### src/bbc_pkg.sv
// Package with shared types, character codes and the bracket classifier.
package bbc_pkg;

    // Default sizes handed to the top-level parameters.
    localparam int DEF_STACK_DEPTH = 256;
    localparam int DEF_COUNT_WIDTH = 16;

    // Bracket characters.
    localparam logic [7:0] CH_ROUND_OPEN   = 8'h28;
    localparam logic [7:0] CH_ROUND_CLOSE  = 8'h29;
    localparam logic [7:0] CH_CURLY_OPEN   = 8'h7B;
    localparam logic [7:0] CH_CURLY_CLOSE  = 8'h7D;
    localparam logic [7:0] CH_SQUARE_OPEN  = 8'h5B;
    localparam logic [7:0] CH_SQUARE_CLOSE = 8'h5D;
    localparam logic [7:0] CH_ANGLE_OPEN   = 8'h3C;
    localparam logic [7:0] CH_ANGLE_CLOSE  = 8'h3E;

    // Bracket kind as held on the stack.
    typedef enum logic [1:0] {
        BK_ROUND  = 2'd0,
        BK_CURLY  = 2'd1,
        BK_SQUARE = 2'd2,
        BK_ANGLE  = 2'd3
    } t_bkind;

    // Error codes reported with each verdict.
    typedef enum logic [2:0] {
        ERR_NONE        = 3'd0,
        ERR_EMPTY_CLOSE = 3'd1,
        ERR_MISMATCH    = 3'd2,
        ERR_UNCLOSED    = 3'd3,
        ERR_OVERFLOW    = 3'd4
    } t_err;

    // Result of classifying one byte.
    typedef struct packed {
        logic   is_open;
        logic   is_close;
        t_bkind kind;
    } t_bclass;

    // Command from the control logic to the stack.
    typedef struct packed {
        logic   push;
        logic   pop;
        logic   clear;
        t_bkind kind;
    } t_stack_cmd;

    // Decode a byte into open/close flags and a bracket kind.
    function automatic t_bclass classify(input logic [7:0] c);
        t_bclass r;
        r = '{is_open: 1'b0, is_close: 1'b0, kind: BK_ROUND};
        case (c)
            CH_ROUND_OPEN:   r = '{is_open: 1'b1, is_close: 1'b0, kind: BK_ROUND};
            CH_CURLY_OPEN:   r = '{is_open: 1'b1, is_close: 1'b0, kind: BK_CURLY};
            CH_SQUARE_OPEN:  r = '{is_open: 1'b1, is_close: 1'b0, kind: BK_SQUARE};
            CH_ANGLE_OPEN:   r = '{is_open: 1'b1, is_close: 1'b0, kind: BK_ANGLE};
            CH_ROUND_CLOSE:  r = '{is_open: 1'b0, is_close: 1'b1, kind: BK_ROUND};
            CH_CURLY_CLOSE:  r = '{is_open: 1'b0, is_close: 1'b1, kind: BK_CURLY};
            CH_SQUARE_CLOSE: r = '{is_open: 1'b0, is_close: 1'b1, kind: BK_SQUARE};
            CH_ANGLE_CLOSE:  r = '{is_open: 1'b0, is_close: 1'b1, kind: BK_ANGLE};
            default:         r = '{is_open: 1'b0, is_close: 1'b0, kind: BK_ROUND};
        endcase
        return r;
    endfunction

endpackage

### src/bbc_stack.sv
// Bracket stack: top entry in a register, the rest in a memory with a prefetched next entry.
module bbc_stack
    import bbc_pkg::*;
#(
    parameter int STACK_DEPTH = DEF_STACK_DEPTH,
    localparam int LW = $clog2(STACK_DEPTH + 1),
    localparam int AW = $clog2(STACK_DEPTH)
) (
    input  logic          i_clk,
    input  logic          i_rst_n,
    input  t_stack_cmd    i_cmd,
    output logic [LW-1:0] o_level,
    output t_bkind        o_top
);

    t_bkind        mem [STACK_DEPTH];
    logic [LW-1:0] r_level;
    logic [LW-1:0] n_level;
    t_bkind        r_top;
    t_bkind        n_top;
    t_bkind        r_rd;
    logic          r_byp;
    t_bkind        r_byp_val;
    t_bkind        w_below;
    logic [LW-1:0] w_lvl_m1;
    logic [LW-1:0] w_lvl_m2;
    logic [AW-1:0] w_wr_addr;
    logic [AW-1:0] w_rd_addr;

    // The entry under the top: the old top right after a push, else the memory read.
    assign w_below = r_byp ? r_byp_val : r_rd;

    // Next level and next top.
    always_comb begin
        n_level = r_level;
        n_top   = r_top;
        if (i_cmd.clear) begin
            n_level = '0;
        end else if (i_cmd.push) begin
            n_level = r_level + LW'(1);
            n_top   = i_cmd.kind;
        end else if (i_cmd.pop) begin
            n_level = r_level - LW'(1);
            n_top   = w_below;
        end
    end

    // On a push the old top moves into the memory at level - 1.
    assign w_lvl_m1  = r_level - LW'(1);
    assign w_wr_addr = w_lvl_m1[AW-1:0];

    // Prefetch the entry that will sit under the top after this cycle.
    assign w_lvl_m2  = (n_level >= LW'(2)) ? (n_level - LW'(2)) : '0;
    assign w_rd_addr = w_lvl_m2[AW-1:0];

    // Memory write and registered read.
    always_ff @(posedge i_clk) begin
        if (i_cmd.push && !i_cmd.clear && r_level != '0) begin
            mem[w_wr_addr] <= r_top;
        end
        r_rd <= mem[w_rd_addr];
    end

    // Top entry and the bypass value for a read that follows a push.
    always_ff @(posedge i_clk) begin
        r_top     <= n_top;
        r_byp_val <= r_top;
    end

    // Control state.
    always_ff @(posedge i_clk) begin
        if (!i_rst_n) begin
            r_level <= '0;
            r_byp   <= 1'b0;
        end else begin
            r_level <= n_level;
            r_byp   <= i_cmd.push && !i_cmd.clear;
        end
    end

    assign o_level = r_level;
    assign o_top   = r_top;

endmodule

### src/bracket_balance_checker_unit.sv
// Top level of the balanced-bracket checker for a byte stream.
//
// The block takes one byte per clock cycle and keeps a stack of open bracket kinds
// for (), {}, [] and <>; every byte is processed in the cycle in which it is
// transferred, and the verdict for a string appears on the output port in the cycle
// after its last byte is transferred, held until it is taken. The stack keeps its
// top entry in a register and the entries below it in a memory with one write and
// one registered read per cycle; the entry under the top is always prefetched, so
// pushes and pops can follow each other in every cycle. The input side is stalled
// only while a verdict waits and the output side is stalled.
module bracket_balance_checker_unit
    import bbc_pkg::*;
#(
    parameter int STACK_DEPTH = DEF_STACK_DEPTH,
    parameter int COUNT_WIDTH = DEF_COUNT_WIDTH
) (
    input  logic                   i_clk,
    input  logic                   i_rst_n,
    input  logic                   i_in_valid,
    output logic                   o_in_stall,
    input  logic [7:0]             i_char_code,
    input  logic                   i_last,
    output logic                   o_out_valid,
    input  logic                   i_out_stall,
    output logic                   o_balanced,
    output logic [2:0]             o_error_kind,
    output logic [COUNT_WIDTH-1:0] o_pair_count
);

    localparam int LW = $clog2(STACK_DEPTH + 1);

    logic                   w_accept;
    t_bclass                w_cls;
    t_stack_cmd             w_cmd;
    logic [LW-1:0]          w_level;
    logic [LW-1:0]          w_level_after;
    t_bkind                 w_top;
    t_err                   r_err;
    t_err                   n_err;
    t_err                   w_verdict;
    logic [COUNT_WIDTH-1:0] r_cnt;
    logic [COUNT_WIDTH-1:0] n_cnt;
    logic                   r_out_valid;
    logic                   r_out_balanced;
    t_err                   r_out_err;
    logic [COUNT_WIDTH-1:0] r_out_cnt;

    // A new byte is taken unless a verdict is waiting on a stalled output.
    assign o_in_stall = r_out_valid && i_out_stall;
    assign w_accept   = i_in_valid && !o_in_stall;
    assign w_cls      = classify(i_char_code);

    // Per-byte decision: push, pop, count or record the first error.
    always_comb begin
        w_cmd         = '{push: 1'b0, pop: 1'b0, clear: 1'b0, kind: w_cls.kind};
        n_err         = r_err;
        n_cnt         = r_cnt;
        w_level_after = w_level;
        if (w_accept && r_err == ERR_NONE) begin
            if (w_cls.is_open) begin
                if (w_level == LW'(STACK_DEPTH)) begin
                    n_err = ERR_OVERFLOW;
                end else begin
                    w_cmd.push    = 1'b1;
                    w_level_after = w_level + LW'(1);
                end
            end else if (w_cls.is_close) begin
                if (w_level == '0) begin
                    n_err = ERR_EMPTY_CLOSE;
                end else if (w_top != w_cls.kind) begin
                    n_err = ERR_MISMATCH;
                end else begin
                    w_cmd.pop     = 1'b1;
                    w_level_after = w_level - LW'(1);
                    if (r_cnt != '1) begin
                        n_cnt = r_cnt + COUNT_WIDTH'(1);
                    end
                end
            end
        end
        w_cmd.clear = w_accept && i_last;
    end

    // Verdict for the string ending with this byte.
    assign w_verdict = (n_err == ERR_NONE && w_level_after != '0) ? ERR_UNCLOSED : n_err;

    bbc_stack #(
        .STACK_DEPTH(STACK_DEPTH)
    ) u_stack (
        .i_clk  (i_clk),
        .i_rst_n(i_rst_n),
        .i_cmd  (w_cmd),
        .o_level(w_level),
        .o_top  (w_top)
    );

    // Per-string error and pair count; cleared after the last byte.
    always_ff @(posedge i_clk) begin
        if (!i_rst_n) begin
            r_err <= ERR_NONE;
            r_cnt <= '0;
        end else if (w_accept && i_last) begin
            r_err <= ERR_NONE;
            r_cnt <= '0;
        end else begin
            r_err <= n_err;
            r_cnt <= n_cnt;
        end
    end

    // Result register valid flag.
    always_ff @(posedge i_clk) begin
        if (!i_rst_n) begin
            r_out_valid <= 1'b0;
        end else if (w_accept && i_last) begin
            r_out_valid <= 1'b1;
        end else if (!i_out_stall) begin
            r_out_valid <= 1'b0;
        end
    end

    // Result register payload.
    always_ff @(posedge i_clk) begin
        if (w_accept && i_last) begin
            r_out_balanced <= (w_verdict == ERR_NONE);
            r_out_err      <= w_verdict;
            r_out_cnt      <= n_cnt;
        end
    end

    assign o_out_valid  = r_out_valid;
    assign o_balanced   = r_out_balanced;
    assign o_error_kind = r_out_err;
    assign o_pair_count = r_out_cnt;

    // The stack never holds more than its depth.
    a_level_bound: assert property (@(posedge i_clk) disable iff (!i_rst_n)
        w_level <= LW'(STACK_DEPTH))
        else $error("stack level beyond depth");

    // A transferred last byte always produces a verdict in the next cycle.
    a_verdict: assert property (@(posedge i_clk) disable iff (!i_rst_n)
        (w_accept && i_last) |=> o_out_valid)
        else $error("missing verdict after last byte");

    // Once an error is recorded the stack stays frozen until the string ends.
    a_frozen: assert property (@(posedge i_clk) disable iff (!i_rst_n)
        (r_err != ERR_NONE && !(w_accept && i_last)) |=> $stable(w_level))
        else $error("stack moved after an error");

    // A balanced verdict carries no error code.
    a_balanced: assert property (@(posedge i_clk) disable iff (!i_rst_n)
        (o_out_valid && o_balanced) |-> (o_error_kind == ERR_NONE))
        else $error("balanced verdict with an error code");

endmodule

### config.mk
export PLATFORM = sky130hd
export DESIGN_NAME = bracket_balance_checker_unit
export DESIGN_NICKNAME = d
export VERILOG_FILES = /design/src/bbc_pkg.sv /design/src/bbc_stack.sv /design/src/bracket_balance_checker_unit.sv
export SDC_FILE = /design/constraint.sdc
export NUM_CORES = 1
export LEC_CHECK = 0
export BUFFER_PORTS_ARGS = -buffer_cell sky130_fd_sc_hd__buf_2
export CORE_ASPECT_RATIO = 1.5
export CORE_MARGIN = 3
export CORE_UTILIZATION = 30
export CTS_CLUSTER_SIZE = 14
export DETAILED_ROUTE_END_ITERATION = 8
export PLACE_DENSITY_LB_ADDON = 0.2
export SLEW_MARGIN = 20
export SYNTH_ARGS = -nofsm -noshare
export SYNTH_HDL_FRONTEND = slang
export SYNTH_SLANG_ARGS = --single-unit
### constraint.sdc
create_clock -name i_clk -period 13.05 [get_ports i_clk]
set_input_delay 1.9575 -clock i_clk [delete_from_list [all_inputs] [get_ports i_clk]]
set_output_delay 1.9575 -clock i_clk [all_outputs]
set_load 0.01 [all_outputs]
# Yosys cells after proc, flatten, opt, wreduce, memory -nomap -nowiden
# Memories as Yosys holds them, arrays and structs flattened. A register that Yosys moved wholly into a read port is not among the register bits.
# Cells that the tools add are included.
word_totals:
  latchBits: 0
  in_bits: 13
  mem_bits_ro: 0
  n_memories: 1
  out_inout_bits: 22
  ff_bits: 54
  word_cells: 86
  ram_bits: 512
memory_table:
  columns: ["name", "words", "width", "read_ports", "rd_clocked_by_memory_dff", "wr", "line_no", "source"]
  rows:
  - ["u_stack.mem", 256, 2, 1, 1, 1, "bbc_stack.sv:16", "t_bkind mem [STACK_DEPTH];"]
op_classes:
  magnitude_cmp: 1
  bitwise_logic: 2
  n_reduce_logical: 18
  n_eq_ne: 12
  n_mux: 38
  shifts: 0
  div_mod_pow: 0
  multipliers: 0
  n_addsub: 4
ops:
  columns: ["operator", "n"]
  rows:
  - ["two-way mux 16 bit", 6]
  - ["two-way mux 9 bit", 9]
  - ["equality test 8 x 6 -> 1 bit (second input constant)", 4]
  - ["equality test 8 x 7 -> 1 bit (second input constant)", 4]
  - ["case mux 4 bit (8 select lines)", 1]
  - ["two-way mux 3 bit", 7]
  - ["nonzero test 9 bit", 2]
  - ["adder 16 x 1 -> 16 bit (second input constant)", 1]
  - ["inequality test 16 bit (second input constant)", 1]
  - ["two-way mux 1 bit", 10]
  - ["adder 9 x 1 -> 9 bit (second input constant)", 1]
  - ["equality test 9 bit (second input constant)", 1]
  - [">= comparator 9 x 2 -> 1 bit (second input constant)", 1]
  - ["zero test 3 bit", 3]
  - ["zero test 9 bit", 1]
  - ["subtractor 9 x 1 -> 9 bit (second input constant)", 1]
  - ["two-way mux 2 bit", 4]
  - ["two-way mux 8 bit", 1]
  - ["subtractor 8 x 2 -> 8 bit (second input constant)", 1]
  - ["logical AND 1 bit", 7]
  - ["zero test 1 bit", 2]
  - ["inequality test 2 x 1 -> 1 bit (second input constant)", 1]
  - ["inequality test 2 bit", 1]
  - ["inverter 1 bit", 2]
  - ["other kinds (3)", 3]

# Longest topological paths before layout
logic_depth:
  depth_word: 13
  ltp_mapped: 27
  depth_no_buf: 20

# By module
# A second synthesis with hierarchy kept.
hier_totals:
  hier_cells: 2024
  hier_area_um2: 25426.9
by_module_without_submodules:
  columns: ["module", "area_each_um2", "seq_area_each_um2", "cells_per_inst", "n_inst"]
  rows:
  - ["bbc_stack", 22974.5, 15715.1, 1765, 1]
  - ["bracket_balance_checker_unit", 2452.4, 1001.0, 259, 1]

# Least setup slack after synthesis
# OpenSTA, ideal clock, no wires.
synth_timing:
  path_type: "register to register"
  startpoint: "register u_stack.r_top[1] (netlist: u_stack.o_top[1])"
  endpoint: "register u_stack.r_rd[1], read port of u_stack.mem"
  n_path_buf: 4
  setup_ns: 0.120
  setup_slack_ns: 5.315
  path_stages_with_launch: 21
  required_time_ns: 12.930
  arrival_time_ns: 7.615
  path_cell_list: "edfxtp_1 > nand4_1 > o211ai_1 > o211ai_2 > mux2_2 > o21a_1 > inv_2 > clkbuf_1 > clkbuf_1 > ha_1 > and2_1 > a41o_1 > nor2_1 > nor4_4 > a211o_1 > buf_2 > buf_4 > o221ai_1 > a211oi_1 > nor2_1 > a211o_1"
synth_via:
  elab_chain_len: 11
  word_cells_on_any_way: 12
  classes_between: "add/sub (1); order compare (1); eq/ne (1); mux (9)"
synth_lines:
  columns: ["item", "line_no", "source"]
  rows:
  - ["start: declaration", "bbc_stack.sv:19", "t_bkind r_top;"]
  - ["start signal: assignment", "bbc_stack.sv:66", "r_top <= n_top;"]
  - ["inequality test 2 bit *", "bracket_balance_checker_unit.sv:70", "end else if (w_top != w_cls.kind) begin"]
  - ["two-way mux 1 bit *", "bracket_balance_checker_unit.sv:70", null]
  - ["two-way mux 1 bit *", "bracket_balance_checker_unit.sv:68", "if (w_level == '0) begin"]
  - ["two-way mux 1 bit *", "bracket_balance_checker_unit.sv:67", "end else if (w_cls.is_close) begin"]
  - ["two-way mux 1 bit *", "bracket_balance_checker_unit.sv:60", "if (w_cls.is_open) begin"]
  - ["two-way mux 2 bit *", "bracket_balance_checker_unit.sv:59", "if (w_accept && r_err == ERR_NONE) begin"]
  - ["two-way mux 9 bit *", "bbc_stack.sv:42", "end else if (i_cmd.pop) begin"]
  - ["two-way mux 9 bit *", "bbc_stack.sv:39", "end else if (i_cmd.push) begin"]
  - ["two-way mux 9 bit *", "bbc_stack.sv:37", "if (i_cmd.clear) begin"]
  - ["subtractor 8 x 2 -> 8 bit or >= comparator 9 x 2 -> 1 bit (tied branches)", "bbc_stack.sv:53", "assign w_lvl_m2 = (n_level >= LW'(2)) ? (n_level - LW'(2)) : '0;"]
  - ["two-way mux 8 bit *", "bbc_stack.sv:53", null]
  - ["end: declaration", "bbc_stack.sv:21", "t_bkind r_rd;"]
# Mark *: on every way between the ends. The rest lies on a longest branch, timed or not.
# A chain may end at the register's enable or synchronous reset.

# Worst setup path in the final report
layout_timing:
  startpoint: "input i_char_code[1]"
  endpoint: "register u_stack.r_rd[0], read port of u_stack.mem"
layout_via:
  elab_chain_len: 13
  word_cells_on_any_way: 22
  classes_between: "add/sub (1); order compare (1); eq/ne (9); mux (11)"
layout_lines:
  columns: ["item", "line_no", "source"]
  rows:
  - ["start: declaration", "bracket_balance_checker_unit.sv:21", "input logic [7:0] i_char_code,"]
  - ["equality test 8 x 6 -> 1 bit or equality test 8 x 7 -> 1 bit (tied branches)", "bbc_pkg.sv:54", "case (c)"]
  - ["case mux 4 bit (8 select lines) *", "bbc_pkg.sv:54", null]
  - ["inequality test 2 bit", "bracket_balance_checker_unit.sv:70", null]
  - ["two-way mux 1 bit", "bracket_balance_checker_unit.sv:70", null]
  - ["two-way mux 1 bit", "bracket_balance_checker_unit.sv:68", null]
  - ["two-way mux 1 bit", "bracket_balance_checker_unit.sv:67", null]
  - ["two-way mux 1 bit", "bracket_balance_checker_unit.sv:60", null]
  - ["two-way mux 2 bit *", "bracket_balance_checker_unit.sv:59", null]
  - ["two-way mux 9 bit", "bbc_stack.sv:42", null]
  - ["two-way mux 9 bit *", "bbc_stack.sv:39", null]
  - ["two-way mux 9 bit *", "bbc_stack.sv:37", null]
  - ["subtractor 8 x 2 -> 8 bit or >= comparator 9 x 2 -> 1 bit (tied branches)", "bbc_stack.sv:53", null]
  - ["two-way mux 8 bit *", "bbc_stack.sv:53", null]
# Marks and branches as above.

==> results_dict.tcl <==
set metrics [dict create \
    status "finished, final reports clean" \
    grt_use_met3 0.02075 \
    period_share 0.5988 \
    grt_use_total 0.1757 \
    finalClockSkew_ns 0.03269 \
    synth.cell_area_sq_um 24670 \
    remaining_drc_errors 0 \
    port_buffers 34 \
    ant_nets 0 \
    place_inst 2968 \
    ctsRootBufferMaster "clkbuf_16" \
    cts_max_level 2 \
    crit_type "input port to flip-flop" \
    synth_cell_types 77 \
    cts_resized 0 \
    cts_num_sinks 568 \
    cts_tree "yes" \
    tightestPinTransition_ns 1.374 \
    ioPinCount 35 \
    async_reset_ff_frac 0 \
    yosysSeqAreaShare 0.6776 \
    gp_congestion 0.8551 \
    via_per_inst 5.377 \
    cts_buffer_depth 3 \
    critical_path_buf_inv_count 5 \
    finalSetupTns_ns 0 \
    crit_path_end_kind "flip-flop" \
    setup_viol 0 \
    wl_um 76050 \
    worstPathRequired_ns 13.56 \
    wl_per_cell_um 24.79 \
    cp-start-kind "input port" \
    hold_violations 0 \
    whs_path_depth 2 \
    crit_top_cell "buf_4" \
    syn_avg_cell_area_sq_um 12.38 \
    p_leak_nw 8.750 \
    antenna_found_initial 0 \
    layout_min_cycle_time_ns 7.814 \
    relSlewSlack 0.08413 \
    ys_warn_count 0 \
    final_cells 3068 \
    drtIter0Drc 1014 \
    rsz0062_at_grt "false" \
    start_util 0.3032 \
    critPathMaxStageDelay_ns 0.85 \
    hold_path_class "flip-flop to flip-flop" \
    die_h_um 357.2 \
    gr-max-usage-layer "met2" \
    ys_seq_elements 568 \
    slew_viol_final 0 \
    tritoncts.num_buffers 54 \
    antennaDiodeCount 0 \
    grtUsageMet1 0.2013 \
    rrSetupSlack_ns 5.61 \
    grt_max_degree 232 \
    grt_use_met2 0.3297 \
    path_clk_slew_ns 0.06 \
    vias 16500 \
    max_cap_violations 0 \
    grt_pass1_vias 16990 \
    firstDrtPassIters 5 \
    synthesis.nets 2014 \
    most-common-layout-cells "edfxtp_1 (534), nor2_1 (424), nand2_1 (157), o22ai_1 (112), clkbuf_16 (54)" \
    reg2reg_depth 24 \
    syn_inst 1993 \
    cp_max_fo 49 \
    arrival_ns 8.32 \
    die_w_um 240.1 \
    synth-main-ff-cell "edfxtp_1" \
    hold_start "r_err[1]" \
    area_growth_pct 11.87 \
    layout_commonest_cell "edfxtp_1" \
    critPathSlowestCell "a211oi_4" \
    vdd_drop_max_mv 0.09558 \
    dpl.hpwl_um 46250 \
    drive_gt1_frac 0.1129 \
    whs_endpoint "r_err[1]" \
    grt_first_pass_wirelength_um 112000 \
    crit_chain "buf_2 > and4bb_2 > nand3_1 > a211oi_4 > nor2_1 > mux2_2 > o21a_2 > buf_4 > inv_2 > ha_1 > and2_1 > a41o_1 > nor2_1 > nor4_4 > buf_4 > a211o_1 > buf_4 > a211oi_1 > or4_1 > o22ai_1 > or3_1 > o2111ai_1" \
    fmaxAchievable_mhz 128.0 \
    cts_hold_buf 0 \
    cp_top_family "compound AO/OA/AOI/OAI gates" \
    core_sq_um 81360 \
    fp.dieArea_sq_um 85780 \
    row_count 128 \
    postCtsSetupBuffers 0 \
    clock_latency_ns 0.64 \
    fin_nets 2006 \
    power_density_nw_per_um2 128.7 \
    nFillCells 8084 \
    rr_startpoint "u_stack.o_level[0]" \
    synth_edf_count 534 \
    rr_endpoint "u_stack.r_rd[0]" \
    grt_overflow 0 \
]
## sequential cells by signal (all words and copies together) (netlist names)
signal             count
u_stack.o_top          2
r_err                  3
u_stack.r_byp_val      2
r_cnt                 16
o_out_valid            1
u_stack.r_byp          1
u_stack.r_rd           2
o_balanced             1
u_stack.mem          512
o_pair_count          16
u_stack.o_level        9
o_error_kind           3
## how the worst max path moves through the flow
stage	slack (ns)	depth (start not counted)	from	endpoint
after floorplan	5.31	20	u_stack.o_top[1]	u_stack.r_rd[1]
after global placement	4.83	22	i_char_code[1]	u_stack.r_rd[0]
after detailed placement	4.60	22	i_char_code[1]	u_stack.r_rd[0]
after CTS	5.28	22	i_char_code[1]	u_stack.r_rd[0]
after global routing	4.81	22	i_char_code[1]	u_stack.r_rd[0]
final	5.24	22	i_char_code[1]	u_stack.r_rd[0]
## logic make-up after synthesis
| kind of cell | synth area share |
|---|---|
| buf+inv | 0.02749 |
| mux | 0.03221 |
| fa+ha+maj | 0.004058 |
| flops | 0.6776 |
| compound gates | 0.1126 |
| simple gates | 0.1365 |
| xor+xnor | 0.009585 |
## synth_stat cells (all sizes together) (22+ instances only)
master | count | area, sq um
nand4 | 30 | 187.7
dfxtp | 34 | 680.7
o22ai | 112 | 700.7
nand2 | 163 | 611.8
a211o | 38 | 332.8
a21oi | 33 | 168.9
o21ai | 42 | 210.2
nor2 | 425 | 1595
clkbuf | 76 | 285.3
mux2i | 22 | 220.2
a31oi | 53 | 331.6
nor3 | 26 | 145.1
mux2 | 51 | 574.3
nand3 | 29 | 150.1
edfxtp | 534 | 16040
a211oi | 28 | 232.7
buf | 59 | 332.8
## report_power, final
part | switching, W | internal (W)
sequential | 0.000000733 | 0.00197
clock | 0.000704 | 0.000849
combinational | 0.0000232 | 0.00000947
## through the flow
| stage | total power (W) | area (sq um) | worst slack (ns) | hold WS, ns | util |
|---|---|---|---|---|---|
| 3_3_place_gp | 0.002039 | 25870 | 4.827 | 0.5071 | 0.3180 |
| 5_1_grt | 0.003650 | 27600 | 4.813 | 0.5725 | 0.3392 |
| 3_5_place_dp | 0.002039 | 25870 | 4.602 | 0.5185 | 0.3180 |
| 2_1_floorplan | 0.002025 | 24670 | 5.315 | 0.4733 | - |
| 6_report | 0.003552 | 27600 | 5.236 | 0.5331 | 0.3392 |
| 4_1_cts | 0.003587 | 27580 | 5.279 | 0.5350 | 0.3390 |
## routing by layer
layer  vias to the layer above  routed length, um
met3                       142               2962
met1                      8474              29700
met5                         -                  0
li1                       7484                  -
met4                         0               3030
met2                       396              40360
## cell type report
| class | count | area (sq um) | area share |
|---|---|---|---|
| timing repair buffer | 71 | 480.5 | 0.01741 |
| tap | 1040 | 1301 | 0.04715 |
| multi-input combinational | 1274 | 7328 | 0.2655 |
| inverter | 16 | 60.06 | 0.002176 |
| sequential | 568 | 16720 | 0.6057 |
| clock inverter | 34 | 310.3 | 0.01124 |
| clock buffer | 65 | 1403 | 0.05082 |
## worst min-delay path: cells and delay by family (launching register included)
family | cells | cell delay (ns)
AO/OA/AOI/OAI | 1 | 0.07
flip-flops | 1 | 0.33
AND/OR/NAND/NOR | 1 | 0.09
(Power assumes the default switching activity.)
